File: config.mk
export PLATFORM = sky130hd
export DESIGN_NAME = kmp_substring_search_top
export DESIGN_NICKNAME = d
export VERILOG_FILES = /design/src/sv/kss_pkg.sv /design/src/sv/kss_tables.sv /design/src/sv/kss_ctrl.sv /design/src/sv/kmp_substring_search_top.sv
export SDC_FILE = /design/constraint.sdc
export NUM_CORES = 1
export LEC_CHECK = 0
export BUFFER_PORTS_ARGS = -buffer_cell sky130_fd_sc_hd__buf_4
export CAP_MARGIN = 20
export CORE_MARGIN = 5
export CORE_UTILIZATION = 50
export CTS_CLUSTER_DIAMETER = 100
export CTS_CLUSTER_SIZE = 14
export DETAILED_ROUTE_END_ITERATION = 16
export PLACE_DENSITY = 0.66
export SLEW_MARGIN = 20
export SYNTH_ARGS = -nofsm -noshare
export SYNTH_HDL_FRONTEND = slang
export SYNTH_HIERARCHICAL = 1
export SYNTH_SLANG_ARGS = --single-unit
File: constraint.sdc
create_clock -name clock -period 4.7 [get_ports clock]
set_input_delay 0.235 -clock clock [delete_from_list [all_inputs] [get_ports clock]]
set_output_delay 0.235 -clock clock [all_outputs]
set_load 0.02 [all_outputs]
File: src/sv/kss_pkg.sv
// kss_pkg: shared types and constants for the kmp substring search block
// no dependencies
`default_nettype none

package kss_pkg;

   localparam int DATA_W = 8;
   localparam int POS_W  = 16;

   // request kinds carried in tuser bit 0
   localparam logic OP_PATTERN = 1'b0;
   localparam logic OP_TEXT    = 1'b1;

   typedef enum logic [1:0] {
      ST_IDLE,
      ST_SEED,
      ST_WALK
   } kss_state_type;

   typedef struct packed {
      logic             valid;
      logic             found;
      logic [POS_W-1:0] start;
   } kss_result_type;

endpackage

`default_nettype wire

File: src/sv/kss_tables.sv
// kss_tables: pattern byte memory and prefix-function memory
// one write port and one registered read port each; depends on kss_pkg
`default_nettype none

module kss_tables #(
   parameter int DEPTH = 16,
   parameter int IW    = 4
) (
   input  wire logic                      clock,
   input  wire logic                      wr_en,
   input  wire logic [IW-1:0]             wr_addr,
   input  wire logic [kss_pkg::DATA_W-1:0] wr_byte,
   input  wire logic [IW-1:0]             wr_prefix,
   input  wire logic [IW-1:0]             st_rd_addr,
   input  wire logic [IW-1:0]             pf_rd_addr,
   output logic      [kss_pkg::DATA_W-1:0] st_rd_data,
   output logic      [IW-1:0]             pf_rd_data
);
   import kss_pkg::*;

   logic [DATA_W-1:0] st_mem [DEPTH];
   logic [IW-1:0]     pf_mem [DEPTH];
   logic [DATA_W-1:0] st_rd_ff;
   logic [IW-1:0]     pf_rd_ff;

   always_ff @(posedge clock) begin
      if (wr_en) begin
         st_mem[wr_addr] <= wr_byte;
         pf_mem[wr_addr] <= wr_prefix;
      end
      st_rd_ff <= st_mem[st_rd_addr];
      pf_rd_ff <= pf_mem[pf_rd_addr];
   end

   assign st_rd_data = st_rd_ff;
   assign pf_rd_data = pf_rd_ff;

endmodule

`default_nettype wire

File: src/sv/kss_ctrl.sv
// kss_ctrl: sequencer for pattern loading and text matching
// walks the prefix-function memory one fallback per cycle; depends on kss_pkg
`default_nettype none

module kss_ctrl #(
   parameter int              PATTERN_MAX = 16,
   parameter longint unsigned TEXT_MAX    = 65536,
   parameter int              IW          = 4,
   parameter int              LW          = 5
) (
   input  wire logic                       clock,
   input  wire logic                       reset,
   input  wire logic                       req_valid,
   output logic                            req_ready,
   input  wire logic                       req_opcode,
   input  wire logic                       req_first,
   input  wire logic                       req_last,
   input  wire logic [kss_pkg::DATA_W-1:0] req_data,
   input  wire logic                       out_free,
   output kss_pkg::kss_result_type         res,
   output logic                            wr_en,
   output logic      [IW-1:0]              wr_addr,
   output logic      [kss_pkg::DATA_W-1:0] wr_byte,
   output logic      [IW-1:0]              wr_prefix,
   output logic      [IW-1:0]              st_rd_addr,
   output logic      [IW-1:0]              pf_rd_addr,
   input  wire logic [kss_pkg::DATA_W-1:0] st_rd_data,
   input  wire logic [IW-1:0]              pf_rd_data
);
   import kss_pkg::*;

   localparam longint unsigned LIMIT_RAW = TEXT_MAX - 64'd1;
   localparam logic [POS_W-1:0] POS_LIMIT =
      (LIMIT_RAW > 64'd65535) ? 16'hFFFF : POS_W'(LIMIT_RAW);
   localparam logic [LW-1:0] PLEN_MAX = LW'(PATTERN_MAX);

   kss_state_type     state_ff, state_in;
   logic              text_ff, text_in;
   logic              last_ff, last_in;
   logic [DATA_W-1:0] c_ff, c_in;
   logic [POS_W-1:0]  pos_ff, pos_in;
   logic [POS_W-1:0]  text_pos_ff, text_pos_in;
   logic [LW-1:0]     m_ff, m_in;
   logic [LW-1:0]     plen_ff, plen_in;
   logic [LW-1:0]     matched_ff, matched_in;
   logic              done_ff, done_in;

   logic [LW-1:0]     plen_new, eff_m, m0, m_next, m_dec;
   logic [POS_W-1:0]  eff_pos, back;
   logic              eff_done, hit;

   always_ff @(posedge clock) begin
      if (reset) begin
         state_ff    <= ST_IDLE;
         plen_ff     <= '0;
         matched_ff  <= '0;
         text_pos_ff <= '0;
         done_ff     <= 1'b0;
      end else begin
         state_ff    <= state_in;
         plen_ff     <= plen_in;
         matched_ff  <= matched_in;
         text_pos_ff <= text_pos_in;
         done_ff     <= done_in;
      end
      text_ff <= text_in;
      last_ff <= last_in;
      c_ff    <= c_in;
      pos_ff  <= pos_in;
      m_ff    <= m_in;
   end

   always_comb begin
      state_in    = state_ff;
      text_in     = text_ff;
      last_in     = last_ff;
      c_in        = c_ff;
      pos_in      = pos_ff;
      text_pos_in = text_pos_ff;
      m_in        = m_ff;
      plen_in     = plen_ff;
      matched_in  = matched_ff;
      done_in     = done_ff;

      req_ready  = 1'b0;
      res        = '0;
      wr_en      = 1'b0;
      wr_addr    = plen_ff[IW-1:0];
      wr_byte    = c_ff;
      wr_prefix  = '0;
      m_dec      = m_ff - LW'(1);
      st_rd_addr = m_ff[IW-1:0];
      pf_rd_addr = m_dec[IW-1:0];

      plen_new = req_first ? '0 : plen_ff;
      eff_m    = req_first ? '0 : matched_ff;
      eff_pos  = req_first ? '0 : text_pos_ff;
      eff_done = req_first ? 1'b0 : done_ff;
      m0       = (eff_m >= plen_ff) ? '0 : eff_m;
      hit      = (st_rd_data == c_ff);
      m_next   = m_ff + LW'(hit);
      back     = POS_W'(plen_ff) - POS_W'(1);

      case (state_ff)
         ST_IDLE: begin
            req_ready = 1'b1;
            if (req_valid) begin
               c_in    = req_data;
               last_in = req_last;
               text_in = (req_opcode == OP_TEXT);
               if (req_opcode == OP_PATTERN) begin
                  matched_in  = '0;
                  text_pos_in = '0;
                  done_in     = 1'b0;
                  plen_in     = plen_new;
                  if (plen_new < PLEN_MAX) begin
                     if (plen_new == '0) begin
                        wr_en     = 1'b1;
                        wr_addr   = '0;
                        wr_byte   = req_data;
                        wr_prefix = '0;
                        plen_in   = LW'(1);
                     end else begin
                        m_dec      = plen_new - LW'(1);
                        pf_rd_addr = m_dec[IW-1:0];
                        state_in   = ST_SEED;
                     end
                  end
               end else begin
                  matched_in  = eff_m;
                  text_pos_in = eff_pos;
                  done_in     = eff_done;
                  if (!eff_done) begin
                     pos_in      = eff_pos;
                     text_pos_in = (eff_pos < POS_LIMIT) ? eff_pos + POS_W'(1) : eff_pos;
                     m_in        = m0;
                     m_dec       = m0 - LW'(1);
                     st_rd_addr  = m0[IW-1:0];
                     pf_rd_addr  = m_dec[IW-1:0];
                     state_in    = ST_WALK;
                  end
               end
            end
         end
         ST_SEED: begin
            m_in       = LW'(pf_rd_data);
            st_rd_addr = pf_rd_data;
            pf_rd_addr = pf_rd_data - IW'(1);
            state_in   = ST_WALK;
         end
         ST_WALK: begin
            if (text_ff && plen_ff == '0) begin
               // empty pattern matches at the start of the text
               if (out_free) begin
                  res.valid = 1'b1;
                  res.found = 1'b1;
                  res.start = '0;
                  done_in   = 1'b1;
                  state_in  = ST_IDLE;
               end
            end else if (m_ff != '0 && !hit) begin
               m_in       = LW'(pf_rd_data);
               st_rd_addr = pf_rd_data;
               pf_rd_addr = pf_rd_data - IW'(1);
            end else if (!text_ff) begin
               wr_en     = 1'b1;
               wr_addr   = plen_ff[IW-1:0];
               wr_byte   = c_ff;
               wr_prefix = m_next[IW-1:0];
               plen_in   = plen_ff + LW'(1);
               state_in  = ST_IDLE;
            end else if (m_next == plen_ff) begin
               if (out_free) begin
                  res.valid  = 1'b1;
                  res.found  = 1'b1;
                  res.start  = (pos_ff >= back) ? pos_ff - back : '0;
                  matched_in = m_next;
                  done_in    = 1'b1;
                  state_in   = ST_IDLE;
               end
            end else if (last_ff) begin
               if (out_free) begin
                  res.valid  = 1'b1;
                  matched_in = m_next;
                  done_in    = 1'b1;
                  state_in   = ST_IDLE;
               end
            end else begin
               matched_in = m_next;
               state_in   = ST_IDLE;
            end
         end
         default: begin
            state_in = ST_IDLE;
         end
      endcase
   end

endmodule

`default_nettype wire

File: src/sv/kmp_substring_search_top.sv
// kmp_substring_search_top: streaming first-occurrence substring search
// instantiates kss_tables and kss_ctrl, holds the result register; depends on kss_pkg
`default_nettype none

// Requests carry pattern bytes (tuser bit 0 low) or text bytes (tuser bit 0 high);
// tuser bit 1 starts a new pattern or text, tlast marks the final text byte. Each
// pattern byte up to PATTERN_MAX extends the prefix-function table and each text
// byte advances the match; one result per search gives the start of the first
// match or not-found on the last byte. The pattern and prefix tables sit in two
// memories with a registered read, and every fallback step of the match is one
// read of them. A text byte goes to ST_WALK, a pattern byte to ST_SEED then ST_WALK
// (the first is written from idle), and a text byte after a finished search is
// dropped in idle. Fallbacks amortize to at most one per text byte over a run. A
// result waits in an output register while the next request is taken.

module kmp_substring_search_top #(
   parameter int              PATTERN_MAX = 16,
   parameter longint unsigned TEXT_MAX    = 65536
) (
   input  wire logic        clock,
   input  wire logic        reset,
   input  wire logic        req_tvalid,
   output logic             req_tready,
   input  wire logic [7:0]  req_tdata,  // data_byte
   input  wire logic [1:0]  req_tuser,  // opcode, first
   input  wire logic        req_tlast,  // last
   output logic             rsp_tvalid,
   input  wire logic        rsp_tready,
   output logic      [15:0] rsp_tdata,  // match_start
   output logic      [0:0]  rsp_tuser   // found
);
   import kss_pkg::*;

   localparam int IW = (PATTERN_MAX > 1) ? $clog2(PATTERN_MAX) : 1;
   localparam int LW = $clog2(PATTERN_MAX + 1);

   kss_result_type    res;
   logic              out_free;
   logic              wr_en;
   logic [IW-1:0]     wr_addr, wr_prefix, st_rd_addr, pf_rd_addr, pf_rd_data;
   logic [DATA_W-1:0] wr_byte, st_rd_data;

   logic              rsp_valid_ff, rsp_valid_in;
   logic              rsp_found_ff, rsp_found_in;
   logic [POS_W-1:0]  rsp_start_ff, rsp_start_in;

   kss_tables #(
      .DEPTH (PATTERN_MAX),
      .IW    (IW)
   ) u_tables (
      .clock      (clock),
      .wr_en      (wr_en),
      .wr_addr    (wr_addr),
      .wr_byte    (wr_byte),
      .wr_prefix  (wr_prefix),
      .st_rd_addr (st_rd_addr),
      .pf_rd_addr (pf_rd_addr),
      .st_rd_data (st_rd_data),
      .pf_rd_data (pf_rd_data)
   );

   kss_ctrl #(
      .PATTERN_MAX (PATTERN_MAX),
      .TEXT_MAX    (TEXT_MAX),
      .IW          (IW),
      .LW          (LW)
   ) u_ctrl (
      .clock      (clock),
      .reset      (reset),
      .req_valid  (req_tvalid),
      .req_ready  (req_tready),
      .req_opcode (req_tuser[0]),
      .req_first  (req_tuser[1]),
      .req_last   (req_tlast),
      .req_data   (req_tdata),
      .out_free   (out_free),
      .res        (res),
      .wr_en      (wr_en),
      .wr_addr    (wr_addr),
      .wr_byte    (wr_byte),
      .wr_prefix  (wr_prefix),
      .st_rd_addr (st_rd_addr),
      .pf_rd_addr (pf_rd_addr),
      .st_rd_data (st_rd_data),
      .pf_rd_data (pf_rd_data)
   );

   assign out_free = !rsp_valid_ff || rsp_tready;

   always_comb begin
      rsp_valid_in = rsp_valid_ff && !rsp_tready;
      rsp_found_in = rsp_found_ff;
      rsp_start_in = rsp_start_ff;
      if (res.valid) begin
         rsp_valid_in = 1'b1;
         rsp_found_in = res.found;
         rsp_start_in = res.start;
      end
   end

   always_ff @(posedge clock) begin
      if (reset) begin
         rsp_valid_ff <= 1'b0;
      end else begin
         rsp_valid_ff <= rsp_valid_in;
      end
      rsp_found_ff <= rsp_found_in;
      rsp_start_ff <= rsp_start_in;
   end

   assign rsp_tvalid   = rsp_valid_ff;
   assign rsp_tdata    = rsp_start_ff;
   assign rsp_tuser[0] = rsp_found_ff;

endmodule

`default_nettype wire

==> After elaboration in Yosys (flattened, before gate mapping) <==
Memory sizes are Yosys's and may differ from the RTL's. A register that Yosys moved wholly into a read port is not among the register bits.
Index checks and enable logic that the tools add are counted.
{ "totals": {"ram_bits": 192, "ff_bits": 78, "n_memories": 2} }
{ "op_classes": {"addsub": 9, "bitwise": 1, "eq_ne": 19, "n_lt_le_gt_ge": 4, "n_reduce_logical": 20, "mux": 103} }
{ "mem_list": {"columns": ["name", "words", "width", "read_ports", "rd_clocked_by_memory_dff", "write_ports", "line_no", "text"], "rows": [
  ["u_tables.st_mem", 16, 8, 1, 1, 1, "kss_tables.sv:21", "logic [DATA_W-1:0] st_mem [DEPTH];"],
  ["u_tables.pf_mem", 16, 4, 1, 1, 1, "kss_tables.sv:22", "logic [IW-1:0] pf_mem [DEPTH];"]
]} }
{ "ops": {"columns": ["operator", "n"], "rows": [
  ["2-to-1 mux 5 bit", 23],
  ["2-to-1 mux 18 bit", 6],
  ["2-to-1 mux 4 bit", 21],
  ["2-to-1 mux 16 bit", 5],
  ["2-to-1 mux 8 bit", 5],
  ["one-hot mux 4 bit (3 select lines)", 2],
  ["2-to-1 mux 1 bit", 23],
  ["2-to-1 mux 2 bit", 11],
  ["one-hot mux 5 bit (2 select lines)", 2],
  ["2-to-1 mux 17 bit", 1],
  ["adder 16 x 1 -> 16 bit (second input constant)", 1],
  [">= comparator 16 bit", 1],
  ["< comparator 16 bit (second input constant)", 1],
  ["subtractor 16 bit", 1],
  ["subtractor 4 x 1 -> 4 bit (second input constant)", 4],
  ["one-hot mux 5 bit (3 select lines)", 1],
  ["AND reduction 5 bit", 3],
  ["inequality test 2 bit (second input constant)", 7],
  ["AND reduction 6 bit", 2],
  ["logical NOT 5 bit", 2],
  ["equality test 8 bit", 1],
  ["inequality test 3 x 2 -> 1 bit (second input constant)", 2],
  ["inequality test 3 bit (second input constant)", 2],
  ["one-hot mux 2 bit (3 select lines)", 1],
  ["other kinds (22)", 28]
]} }

==> Longest topological paths before layout <==
{ "logic_depth": {"word_depth": 10, "mapped_depth": 21} }

==> Hierarchy <==
Netlist, hierarchy kept.
{ "by_module_without_submodules": {"columns": ["mod", "area_per_inst_um2", "seq_area_each_um2", "instances", "cells_per_inst"], "rows": [
  ["kss_tables", 7657.3, 6005.8, 1, 336],
  ["kss_ctrl", 5208.7, 1511.4, 1, 608],
  ["kmp_substring_search_top", 556.8, 530.5, 1, 21]
]} }

==> Worst setup path before layout <==
No wires, ideal clock.
{ "synth_path": {"path_kind": "in2reg", "from": "input port req_tuser[1]", "to": "register u_tables.pf_rd_ff[2], in the netlist u_tables/pf_rd_data[2], read port of u_tables.pf_mem", "arrival_time_ps": 4016, "required_ps": 4577, "path_buffers": 5, "cell_stages": 21, "slack_ps": 562, "setup_ps": 123, "path_cell_list": "buf_2 > clkbuf_1 > inv_2 > clkbuf_1 > nand2_1 > ha_1 > nand2b_1 > a31oi_1 > o21ai_0 > or2_2 > ha_1 > mux2i_1 > o21ai_0 > o21ai_0 > nor2_1 > o22ai_1 > clkbuf_1 > buf_2 > mux4_2 > a22oi_1 > nand3_1"} }
{ "synth_via": {"elab_chain_len": 8, "elab_cells_between_ends": 15, "cone_classes": "add/sub (2); order compare (2); mux (10); reduce/logical (1)"} }
{ "synth_rtl": {"columns": ["item", "line_no", "text"], "rows": [
  ["from (decl)", "kmp_substring_search_top.sv:25", "input wire logic [1:0] req_tuser,"],
  ["2-to-1 mux 5 bit", "kss_ctrl.sv:96", "eff_m = req_first ? '0 : matched_ff;"],
  [">= comparator 5 bit", "kss_ctrl.sv:99", "m0 = (eff_m >= plen_ff) ? '0 : eff_m;"],
  ["2-to-1 mux 5 bit", "kss_ctrl.sv:99", null],
  ["subtractor 4 x 1 -> 4 bit", "kss_ctrl.sv:137", "m_dec = m0 - LW'(1);"],
  ["2-to-1 mux 4 bit", "kss_ctrl.sv:133", "if (!eff_done) begin"],
  ["2-to-1 mux 4 bit (*)", "kss_ctrl.sv:111", "if (req_opcode == OP_PATTERN) begin"],
  ["2-to-1 mux 4 bit (*)", "kss_ctrl.sv:107", "if (req_valid) begin"],
  ["one-hot mux 4 bit (3 select lines) (*)", "kss_ctrl.sv:104", "case (state_ff)"],
  ["net pf_rd_addr[1]", "kmp_substring_search_top.sv:40", "logic [IW-1:0] wr_addr, wr_prefix, st_rd_addr, pf_rd_addr, pf_rd_data;"],
  ["to (decl)", "kss_tables.sv:24", "logic [IW-1:0] pf_rd_ff;"]
]} }
Mark *: on every way through the listed nets, which the timed path passes. The rest lies on a longest branch.
A chain may end at the register's enable or synchronous reset.

==> Worst setup path in the final report <==
{ "layout_path": {"from": "register u_ctrl.plen_ff[2]", "to": "register u_tables.pf_rd_ff[1], in the netlist u_tables/pf_rd_data[1], read port of u_tables.pf_mem"} }
{ "layout_via": {"elab_chain_len": 7, "elab_cells_between_ends": 16, "cone_classes": "add/sub (2); order compare (2); mux (9); reduce/logical (3)"} }
{ "layout_rtl": {"columns": ["item", "line_no", "text"], "rows": [
  ["from (decl)", "kss_ctrl.sv:44", "logic [LW-1:0] plen_ff, plen_in;"],
  ["from (signal assigned)", "kss_ctrl.sv:61", "plen_ff <= plen_in;"],
  [">= comparator 5 bit or 2-to-1 mux 5 bit (tied branches)", "kss_ctrl.sv:99, kss_ctrl.sv:95", null],
  ["2-to-1 mux 5 bit or logical NOT 5 bit (tied branches)", "kss_ctrl.sv:99, kss_ctrl.sv:117", null],
  ["subtractor 4 x 1 -> 4 bit or 2-to-1 mux 4 bit (tied branches)", "kss_ctrl.sv:137, kss_ctrl.sv:117", null],
  ["2-to-1 mux 4 bit, on equally long branches", "kss_ctrl.sv:133, kss_ctrl.sv:116", null],
  ["2-to-1 mux 4 bit", "kss_ctrl.sv:111", null],
  ["2-to-1 mux 4 bit", "kss_ctrl.sv:107", null],
  ["one-hot mux 4 bit (3 select lines) (*)", "kss_ctrl.sv:104", null],
  ["net pf_rd_addr[1]", "kmp_substring_search_top.sv:40", null]
]} }
Marks and branches as above.

==> reports/summary.md <==
In this run switching power makes up 37.39% of total power. Summed over all nets, the switching power comes to 3293 uW. At the worst endpoint, the required time is 5100 ps. Floorplan die height: 173.8 um. The worst hold path belongs to the class primary input to flop. The logs give 30 for the maximum number of pins on one net before global-route repair and 5037 um2 for the area of the multi-input gates. The logs give 30,220 um2 for the floorplan die area and 24.78% for the relative slew slack. The static leakage was 0.005232 uW; the number of nets in the layout was 1,078. Number of filler instances in the final layout: 2,135.

The internal power of the cells totals 5514 uW. The first global-routing pass estimated 48,410 um of wire. The synthesized design contains 240 enable-type register cells.

Once detailed placement completed, the half-perimeter wirelength came to 21,400 um. The area overhead of the layout relative to synthesis was 11.32%. After synthesis, the share of flip-flops with an asynchronous set or reset is 0%. The flow ran to the end, and the final reports show no timing, DRC or antenna violations. Static timing analysis puts the maximum clock frequency at 0.2370 GHz.

Destination of the worst hold path: rsp_tvalid. Endpoint type of the worst setup path: a flop. Dividing the final minimum period by the clock period gives 89.79%. The number of buffers on the longest clock path was 3; the sequential area share after synthesis was 59.96%. Summing all placed instances gives a cell area of 14,120 um2. The ratio of cells with drive above 1 in the final layout came out at 16.12%.

For this run, the leading register cell type out of synthesis is sky130_fd_sc_hd__edfxtp_1. The first routing iteration left 1,052 violations. The detail route stage leaves a number of antenna-violating nets equal to 0. Setup repair after global routing left no endpoint under its margin. The final layout contains routed wiring with a total length of 31,060 um. The flip-flop and latch count after synthesis was 282; the number of sinks on the clock net was 282. The detailed-route DRC error count was 0; the total via count in the routed design was 8,448. The count of TritonRoute iterations in the first routing pass is 5, and the site row count is 60. The final-report max-slew violation count is 0, and the H-tree depth is 1.

The die is 173.8 um wide. Dividing total power by cell area gives a power density of 589.4 nW/um2. The count of cells along the worst register-to-register path is 16, and the number of antenna violations at the first check in global routing is 1. Between clock sinks in the finished design, the worst skew comes to 36.87 ps. Per report_power, the sequential group accounts for 36.2% of the total.

The critical hold path startpoint is reset. Starting utilization of the core area: 50.22%. The number of clock buffers added by TritonCTS is 24. The actual slew at the worst max-slew pin was 1124 ps.

In this run the clock root is driven by a sky130_fd_sc_hd__clkbuf_16. At the later pin of the worst-skew pair, clock insertion delay measures 550 ps. After layout, the minimum clock period comes to 4220 ps.

The synthesized netlist occupies a cell area of 13,420 um2. The tools report the setup slack of the most critical reg-to-reg path as 480 ps. Final count of hold timing violations: 0.

After detailed routing, the average wire length per cell comes to 22.46 um. The worst setup path is of the flop to flop kind. The startpoint of the lowest-slack register-to-register path is u_ctrl/plen_ff[2]. By area the synthesized netlist is led by sky130_fd_sc_hd__edfxtp_1, sky130_fd_sc_hd__dfxtp_1, sky130_fd_sc_hd__mux4_2. Summing all non-filler instances in the final layout gives an area of 14,940 um2. The tools report the count of maximum capacitance violations as 0. The top-area cell type share of the netlist area works out to 53.69%.

The overall fraction of global-route tracks in use was 20.28%. The number of vias per cell after detailed routing is 6.108, and the largest fanout on the critical path is 16. The post-synth net total was 1,019; the sequential cell area in the final layout was 8048 um2.

The logs give 8,194 for the via count of the first global-routing pass and 0 for the remaining global-route overflow. The average instance in the mapped netlist occupies 13.91 um2. Setup total negative slack on the finished layout was measured at 0 ps.

Of the total power, the clock network draws 21.3%. The worst hold path was traced through 2 stages. Counting distinct cell types in the post-synthesis netlist gives 89.

The total setup violations reported at the end of the flow is 0, and the placer's final routability congestion estimate is 0.9648. The run gives 965 as the cell count after synthesis. The worst register-to-register path ends at u_tables/pf_rd_data[1]. STA classifies the critical path startpoint as a flop. Cell type with the highest aggregate area in the netlist: sky130_fd_sc_hd__edfxtp_1.

The tools report the logic gate share of total power as 42.6%. The run gives 34 as the I/O pin count. The Yosys step of the flow raised 6 warnings. Clock-pin slew was measured on the worst setup and hold paths at 70 ps. Across the VDD grid, the largest voltage drop is 0.0004755 V. TritonCTS built the clock tree. The count of input and output buffers is 33. The worst path arrival time was 4620 ps. The total area inside the core boundary comes to 26,730 um2. For the count of instances resized after the clock tree is built, the log shows 0. The tools report the diode insertion count for antenna repair as 0.
[per-stage QoR]
| stage | hold WS [ps] | setup slack, ps | total power, uW | instances | utilization [%] |
|---|---|---|---|---|---|
| floorplan | 297.4 | 561.6 | 5992 | 965 | - |
| global placement | 424.5 | 675.1 | 6906 | 1330 | 52.85 |
| detailed placement | 426.7 | 550.8 | 6929 | 1330 | 52.85 |
| CTS | 49.78 | 527.3 | 8818 | 1383 | 55.91 |
| global route | 64.51 | 192.5 | 9317 | 1383 | 55.91 |
| finish | 74.92 | 479.8 | 8807 | 1383 | 55.91 |
[critical path: stages, from the launching register on]
cell	delay, ps
sky130_fd_sc_hd__dfxtp_1	610
sky130_fd_sc_hd__inv_1	170
sky130_fd_sc_hd__ha_1	340
sky130_fd_sc_hd__a21o_1	180
sky130_fd_sc_hd__a31oi_1	240
sky130_fd_sc_hd__o21ai_0	300
sky130_fd_sc_hd__or2_2	380
sky130_fd_sc_hd__ha_1	290
sky130_fd_sc_hd__mux2i_1	160
sky130_fd_sc_hd__o21ai_0	100
sky130_fd_sc_hd__o21ai_0	170
sky130_fd_sc_hd__nor2_1	60
sky130_fd_sc_hd__o22ai_1	160
sky130_fd_sc_hd__buf_4	300
sky130_fd_sc_hd__mux4_2	340
sky130_fd_sc_hd__a22oi_1	220
sky130_fd_sc_hd__nand3_1	100
[flip-flops by register name (all words and copies together), names as in the netlist, 2 cells and up]
register / count
u_tables/st_mem: 128
u_ctrl/text_pos_ff: 16
u_tables/st_rd_data: 8
u_ctrl/pos_ff: 16
u_ctrl/c_ff: 8
u_ctrl/matched_ff: 5
u_tables/pf_rd_data: 4
u_tables/pf_mem: 64
u_ctrl/state_ff: 2
u_ctrl/m_ff: 5
rsp_tdata: 16
u_ctrl/plen_ff: 5
[cells in the mapped netlist, types with 20 or more instances]
library cell	instances
sky130_fd_sc_hd__nand3_1	29
sky130_fd_sc_hd__mux4_2	30
sky130_fd_sc_hd__a21oi_1	34
sky130_fd_sc_hd__edfxtp_1	240
sky130_fd_sc_hd__inv_1	31
sky130_fd_sc_hd__o21ai_0	40
sky130_fd_sc_hd__ha_1	38
sky130_fd_sc_hd__nor2_1	51
sky130_fd_sc_hd__a22oi_1	23
sky130_fd_sc_hd__nand2_1	71
sky130_fd_sc_hd__dfxtp_1	42
sky130_fd_sc_hd__clkbuf_1	20
sky130_fd_sc_hd__nor2b_1	26
sky130_fd_sc_hd__xor2_1	20
[cells in the final DEF, fill, tap and decap left out, drive strengths merged, types with 33 or more instances in the layout]
| cell type | instances |
|---|---|
| clkbuf | 42 |
| inv | 33 |
| dfxtp | 42 |
| nand2 | 71 |
| mux4 | 48 |
| edfxtp | 240 |
| nor2 | 61 |
| buf | 65 |
| o21ai | 43 |
| a21oi | 36 |
| ha | 38 |
[kinds of logic (layout without fill, tap and decap cells)]
kind of cell    count (synthesis)  count (layout)  share of synthesized area, %
flops                         282             282                         59.96
simple gates                  281             281                         11.47
compound gates                191             191                         10.00
buf+inv                        74             151                         2.750
mux                            60              60                         9.536
fa+ha+maj                      39              39                         3.691
xor+xnor                       38              38                         2.591
[layer usage]
| metal | vias to the layer above | share of wire [%] | global-route usage, % |
|---|---|---|---|
| met4 | 2 | 1.9 | 4.982 |
| met1 | 4170 | 46 | 31.01 |
| met3 | 48 | 8.1 | 4.231 |
| met2 | 353 | 44 | 29.95 |
| met5 | - | 0.035 | 0 |
| li1 | 3875 | - | - |
[power by group through the flow]
stage               combinational, uW  sequential, uW  clock [uW]
CTS                              3720            3180        1920
floorplan                        2810            3180           0
detailed placement               3700            3230           0
global route                     4090            3200        2020
finish                           3750            3190        1870
global placement                 3670            3240           0
[repair_timing]
item,in CTS,in global routing
hold buffers,9,0
buffers inserted,0,0
hold endpoints to repair,9,0
endpoints found under the setup margin,0,0
[cell type report]
| type | count | share of cell area [%] |
|---|---|---|
| clock buffers | 42 | 4.614 |
| clock inverters | 2 | 0.2596 |
| inverters | 33 | 0.8290 |
| multi-input cells | 609 | 33.71 |
| flip-flops and latches | 282 | 53.86 |
| well taps | 341 | 2.855 |
| repair buffers | 74 | 3.869 |
[worst max path at each step]
stage                      start                      to  slack [ps]  depth (start not counted)
6_report       u_ctrl/plen_ff[2]  u_tables/pf_rd_data[1]         480                         16
5_1_grt        u_ctrl/plen_ff[2]  u_tables/pf_rd_data[3]         190                         16
4_1_cts        u_ctrl/plen_ff[2]  u_tables/pf_rd_data[1]         530                         16
3_5_place_dp   u_ctrl/plen_ff[2]  u_tables/pf_rd_data[1]         550                         16
3_3_place_gp   u_ctrl/plen_ff[2]  u_tables/pf_rd_data[1]         680                         16
2_1_floorplan       req_tuser[1]  u_tables/pf_rd_data[2]         560                         21
(Power assumes the default switching activity.)
